**src/rtl/cpm_ram.sv**
```systemverilog
// Generic single-write, single-read RAM with a registered read port.
// No dependencies.
module cpm_ram #(
  parameter int WIDTH = 8,
  parameter int DEPTH = 16
) (
  input  logic                     clk,
  input  logic                     we,
  input  logic [$clog2(DEPTH)-1:0] waddr,
  input  logic [WIDTH-1:0]         wdata,
  input  logic                     re,
  input  logic [$clog2(DEPTH)-1:0] raddr,
  output logic [WIDTH-1:0]         rdata
);

  logic [WIDTH-1:0] mem [DEPTH];

  always_ff @(posedge clk) begin
    if (we) begin
      mem[waddr] <= wdata;
    end
    if (re) begin
      rdata <= mem[raddr];
    end
  end

endmodule

```
**config.mk**
```make
export PLATFORM = sky130hd
export DESIGN_NAME = cpm_ram
export DESIGN_NICKNAME = d
export VERILOG_FILES = /design/src/rtl/cpm_ram.sv
export SDC_FILE = /design/constraint.sdc
export NUM_CORES = 1
export LEC_CHECK = 0
export BUFFER_PORTS_ARGS = -buffer_cell sky130_fd_sc_hd__buf_2
export CORE_MARGIN = 1.5
export CORE_UTILIZATION = 40
export DETAILED_ROUTE_END_ITERATION = 7
export PLACE_DENSITY = 0.53
export RECOVER_POWER = 50
export SYNTH_ARGS = -nofsm -noshare
export SYNTH_HDL_FRONTEND = slang
export SYNTH_SLANG_ARGS = --single-unit
```
**constraint.sdc**
```tcl
create_clock -name clk -period 3.3 [get_ports clk]
set_input_delay 0.495 -clock clk [delete_from_list [all_inputs] [get_ports clk]]
set_output_delay 0.495 -clock clk [all_outputs]
set_load 0.02 [all_outputs]
```
==> flow_metrics.tcl, run 1 <==
set metrics [dict create \
    muxShareOfSynthArea_pct 14.79 \
    core_sq_um 12670 \
    cts_max_level 4 \
    power.leakage_nw 2.035 \
    synth_nets 248 \
    ys_seq_elements 136 \
    die_h_um 117.3 \
    outcome "finished clean" \
    setup.worst_path.start_class "primary input" \
    cts_tree "yes" \
    grt_setup_unrepaired "false" \
    synth.top_cell.area_share_pct 78.12 \
    synth_common_cells "edfxtp_1 (136), mux4_2 (18), a22oi_1 (16), mux4_1 (14), nor2_1 (13)" \
    synthDistinctLibCells 18 \
    synth-xor-area-share_pct 0 \
    reg2regPathDepth 3 \
    endpoint "rdata[2]" \
    finalMaxSlewViolations 0 \
    dieArea_sq_um 13760 \
    via_count 2345 \
    p_comb_share_pct 4.2 \
    period_share_pct 59.87 \
    final.setup_skew_ns 0.01688 \
    diodes 0 \
    cts_num_sinks 136 \
    cts_buffers 17 \
    synth_compound_area_share_pct 2.298 \
    grt_max_degree 33 \
    synth_area_sq_um 5228 \
    async_flop_share_pct 0 \
    p_int_mw 3.347 \
    fp-row-count 41 \
    fin_crit_ns 1.976 \
    die_w_um 117.3 \
    clkLatencyLatePin_ns 0.42 \
    syn_area_per_cell_sq_um 22.83 \
    post_dp_cell_area_sq_um 5562 \
    cts-hold-fix-buffers 0 \
    fmax_mhz 506.2 \
    start_util_pct 41.26 \
    setup-tns-final_ns 0 \
    grt_pass1_wl_um 14900 \
    first_pass_iters 4 \
    clock_path_buffers 2 \
    powerDensity_nw_per_um2 668.6 \
    r2r_setup_slack_ns 1.76 \
    crit_arrival_ns 2.12 \
    slew_headroom_pct 37.97 \
    via_per_inst 5.109 \
    rr_endpoint "rdata[5]" \
    worstHoldPathType "in -> reg" \
    clkTransAtPathRegs_ns 0.06 \
    cts_root_buf "clkbuf_16" \
    synth_top_family_by_area "multiplexers" \
    antenna_found_initial 0 \
    cts_setup_buffers 0 \
    path_max_fanout 16 \
    grt_pass1_vias 2415 \
    dpl.hpwl_um 6092 \
    yosys-top-cells-area "edfxtp_1 (78%), mux4_2 (7.8%), mux4_1 (7.0%)" \
    fin_cells 459 \
    crit_type "in -> reg" \
    fin_nets 293 \
    pre_cts_ws_ns 0.8372 \
    ant_nets 0 \
    postSynthCellCount 229 \
    grt_util_all_layers_pct 15.37 \
    hold_violations 0 \
    ys_seq_area_share_pct 78.12 \
    drive_above_1_share_pct 25.44 \
    seq_power_share_pct 47.4 \
    clock_power_share_pct 48.4 \
    synth_fa_ha_area_share_pct 0 \
    cts_resized 0 \
    drc 0 \
    cp-startpoint "raddr[0]" \
    wl_um 9716 \
    port-buffer-count 26 \
    synth_most_common_cell "edfxtp_1" \
    synth_edf_count 136 \
    synth_flop_cell "edfxtp_1" \
    synth_warnings 0 \
    fin_ws_ns 1.324 \
    io-pin-count 27 \
    crit_path_end_kind "flip-flop" \
    maxCapViolCount 0 \
    place_inst 427 \
    grt-ovfl-total 0 \
    wl_per_cell_um 21.17 \
    setup_viol 0 \
    p_sw_share_pct 18.99 \
    place.gp.congestion 0.6882 \
    tightest_slew_ns 0.9270 \
    ir_drop_v 0.0002753 \
    first_iter_violations 191 \
    synth-simple-area-share_pct 3.135 \
    synth_top_cell_by_area "edfxtp_1" \
    hold_ws_ns 0.5856 \
    crit_required_ns 3.45 \
    design_area_sq_um 6180 \
    p_switching_uw 784.7 \
    reg2reg_from "mem[1][5]" \
    area_delta_synth_final_pct 18.21 \
]
[layout make-up]
class                   count  area [sq um]
fillers                  1055          6491
flip-flops and latches    136          4084
multi-input cells          83          1057
clock buffers              18         429.2
well taps                 172         215.2
clock inverters            14         205.2
repair buffers             36         188.9
[critical path: stages]
cell and delay (ns):
buf_2 0.42, buf_4 0.34, mux4_1 0.58, a22oi_1 0.19, nand2_1 0.08
[worst min path at each step]
stage                           end  slack (ns)  cells past startpoint  startpoint
after floorplan           mem[0][0]        0.59                      0    wdata[0]
after global placement     rdata[5]        0.73                      3  mem[12][5]
after detailed placement   rdata[7]        0.74                      3   mem[7][7]
after CTS                  rdata[3]        0.43                      1          re
after global routing       rdata[1]        0.59                      1          re
final                      rdata[1]        0.59                      1          re
[per-stage QoR]
stage / power, mW / utilization, %
after floorplan: 2.099 / -
after global placement: 2.171 / 43.89
after detailed placement: 2.173 / 43.89
after CTS: 4.172 / 48.90
after global routing: 4.250 / 48.77
final: 4.132 / 48.77
[flip-flops by register name, summed over array words and instances (netlist names)]
register / flops
rdata: 8
mem: 128
[cells by family (layout without fill, tap and decap cells)]
logic type	Yosys count	after routing
buffers and inverters	10	68
muxes	32	32
AOI/OAI and AO/OA	16	16
and+or+nand+nor	35	35
DFF	136	136
[layer usage]
metal | vias up | part of all wire [%] | track usage [%]
met1 | 1211 | 46 | 20.69
met2 | 50 | 49 | 23.60
met3 | 12 | 3.7 | 4.377
met5 | - | 0 | 0
li1 | 1072 | - | -
met4 | 0 | 1.6 | 6.481
[cell usage in the layout (no fill, tap or decap), drive strengths merged, types with 4 or more instances in the layout]
master  netlist  routed
edfxtp      136     136
mux4         32      32
clkbuf        0      29
buf           7      25
a22oi        16      16
nor2         13      13
nand2         9       9
clkinv        0       7
bufinv        0       5
nor3          4       4
[power groups by stage]
| stage | sequential (mW) | clock, mW | combinational (mW) |
|---|---|---|---|
| 2_1_floorplan | 2.00 | 0 | 0.0982 |
| 3_3_place_gp | 1.99 | 0 | 0.179 |
| 3_5_place_dp | 1.99 | 0 | 0.180 |
| 4_1_cts | 1.96 | 2.03 | 0.181 |
| 5_1_grt | 1.96 | 2.10 | 0.192 |
| 6_report | 1.96 | 2.00 | 0.174 |
(Power assumes the default switching activity.)
==> run 2: changes to the inputs <==
--- a/config.mk
+++ b/config.mk
@@ -9,7 +9,7 @@
 export CORE_MARGIN = 1.5
 export CORE_UTILIZATION = 40
 export DETAILED_ROUTE_END_ITERATION = 7
-export PLACE_DENSITY = 0.53
+export PLACE_DENSITY = 0.55
 export RECOVER_POWER = 50
 export SYNTH_ARGS = -nofsm -noshare
 export SYNTH_HDL_FRONTEND = slang
==> constraint.sdc (replaced) <==
create_clock -name clk -period 1.8 [get_ports clk]
set_input_delay 0.27 -clock clk [delete_from_list [all_inputs] [get_ports clk]]
set_output_delay 0.27 -clock clk [all_outputs]
set_load 0.02 [all_outputs]
==> flow_metrics.tcl, run 2 (synthesis gave the netlist of run 1 again) <==
set metrics [dict create \
    pre_cts_ws_ns -0.05902 \
    start_util_pct 41.26 \
    min-delay-start "re" \
    grt_util_all_layers_pct 15.90 \
    final_core_util_pct 50.16 \
    drc 0 \
    crit_path_end_kind "flip-flop" \
    clock_path_buffers 2 \
    cts_buffers 17 \
    setup.worst_path.start_class "flip-flop" \
    reg2reg_from "mem[5][3]" \
    wl_um 10010 \
    crit_required_ns 1.93 \
    power.leakage_nw 2.127 \
    p_int_mw 6.155 \
    fin_nets 310 \
    clock_power_share_pct 48.1 \
    die_w_um 117.3 \
    diodes 0 \
    p_sw_share_pct 19.08 \
    grt-ovfl-total 0 \
    dpl.hpwl_um 6598 \
    place.gp.congestion 0.7222 \
    finalMaxSlewViolations 0 \
    clkTransAtPathRegs_ns 0.06 \
    r2r_setup_slack_ns 0.26 \
    grt_setup_unrepaired "false" \
    fmax_mhz 647.5 \
    layout_top_registers "mem x128, rdata x8" \
    final_common_cell "edfxtp_1" \
    fin_crit_ns 1.544 \
    io-pin-count 27 \
    path_max_fanout 1 \
    cts_setup_buffers 0 \
    cts_max_level 4 \
    grt_pass1_wl_um 15570 \
    port-buffer-count 26 \
    rr_endpoint "rdata[3]" \
    p_switching_mw 1.452 \
    largest_reg_flops 128 \
    final.setup_skew_ns 0.003409 \
    holdPathEnd "rdata[4]" \
    die_h_um 117.3 \
    p_comb_share_pct 4.7 \
    worstHoldPathType "in -> reg" \
    cts_root_buf "clkbuf_16" \
    period_share_pct 85.80 \
    via_count 2470 \
    whs_path_depth 1 \
    grt_max_degree 19 \
    tightest_slew_ns 0.6931 \
    regMostFlops "mem" \
    dieArea_sq_um 13760 \
    setup_viol 0 \
    powerDensity_nw_per_um2 1197 \
    grt_pass1_vias 2579 \
    ir_drop_v 0.0005644 \
    ant_nets 0 \
    drive_above_1_share_pct 29.28 \
    antenna_found_initial 1 \
    layout_common_cells "edfxtp_1 (136), buf_4 (22), mux4_2 (18), clkbuf_16 (17)" \
    wl_per_cell_um 21.03 \
    maxCapViolCount 0 \
    first_pass_iters 4 \
    cts_num_sinks 136 \
    hold_violations 0 \
    crit_arrival_ns 1.68 \
    via_per_inst 5.189 \
    core_sq_um 12670 \
    slew_headroom_pct 53.79 \
    outcome "finished clean" \
    crit_type "reg -> reg" \
    cts_resized 0 \
    seq_power_share_pct 47.2 \
    cts_tree "yes" \
    fp-row-count 41 \
    clkLatencyLatePin_ns 0.40 \
    reg2regPathDepth 3 \
    area_delta_synth_final_pct 21.59 \
    fin_ws_ns 0.2555 \
    cts-hold-fix-buffers 0 \
    first_iter_violations 177 \
]
run 2: how the worst max path moves through the flow:
| stage | from | endpoint |
|---|---|---|
| 2_1_floorplan | waddr[2] | mem[0][0] |
| 3_3_place_gp | raddr[0] | rdata[2] |
| 3_5_place_dp | raddr[0] | rdata[1] |
| 4_1_cts | mem[5][2] | rdata[2] |
| 5_1_grt | mem[2][3] | rdata[3] |
| 6_report | mem[5][3] | rdata[3] |
run 2: cell type report:
type	count	area, sq um
Clock inverter	15	207.7
Clock buffer	17	425.4
Timing Repair Buffer	53	366.6
Fill cell	993	6315
Sequential cell	136	4084
Tap cell	172	215.2
Multi-Input combinational cell	83	1057
run 2: critical path, cell delays in order (launching register included):
cell	delay, ns
edfxtp_1	0.36
mux4_1	0.55
a22oi_1	0.23
nand2_1	0.14
run 2: stage by stage:
step | TNS, ns | power (mW) | cells | hold slack [ns] | cell area, sq um
CTS | 0 | 7.694 | 476 | 0.2326 | 6372
global placement | -0.1621 | 4.016 | 444 | 0.6636 | 5739
floorplan | 0 | 3.848 | 229 | 0.3689 | 5228
finish | 0 | 7.606 | 476 | 0.3715 | 6356
global route | 0 | 7.831 | 476 | 0.3826 | 6356
detailed placement | -0.1850 | 4.022 | 444 | 0.6628 | 5739
run 2: routing by layer:
layer	wire length, um	global-route usage [%]	vias up
li1	-	-	1105
met1	4311	20.76	1286
met2	5005	24.63	63
met3	513	5.302	14
met4	165	6.481	2
met5	13	0	-
run 2: power groups by stage:
stage               Sequential, mW  Combinational (mW)  Clock, mW
detailed placement            3.65               0.368          0
finish                        3.59               0.357       3.66
floorplan                     3.67               0.180          0
CTS                           3.59               0.368       3.74
global route                  3.60               0.388       3.85
global placement              3.65               0.363          0
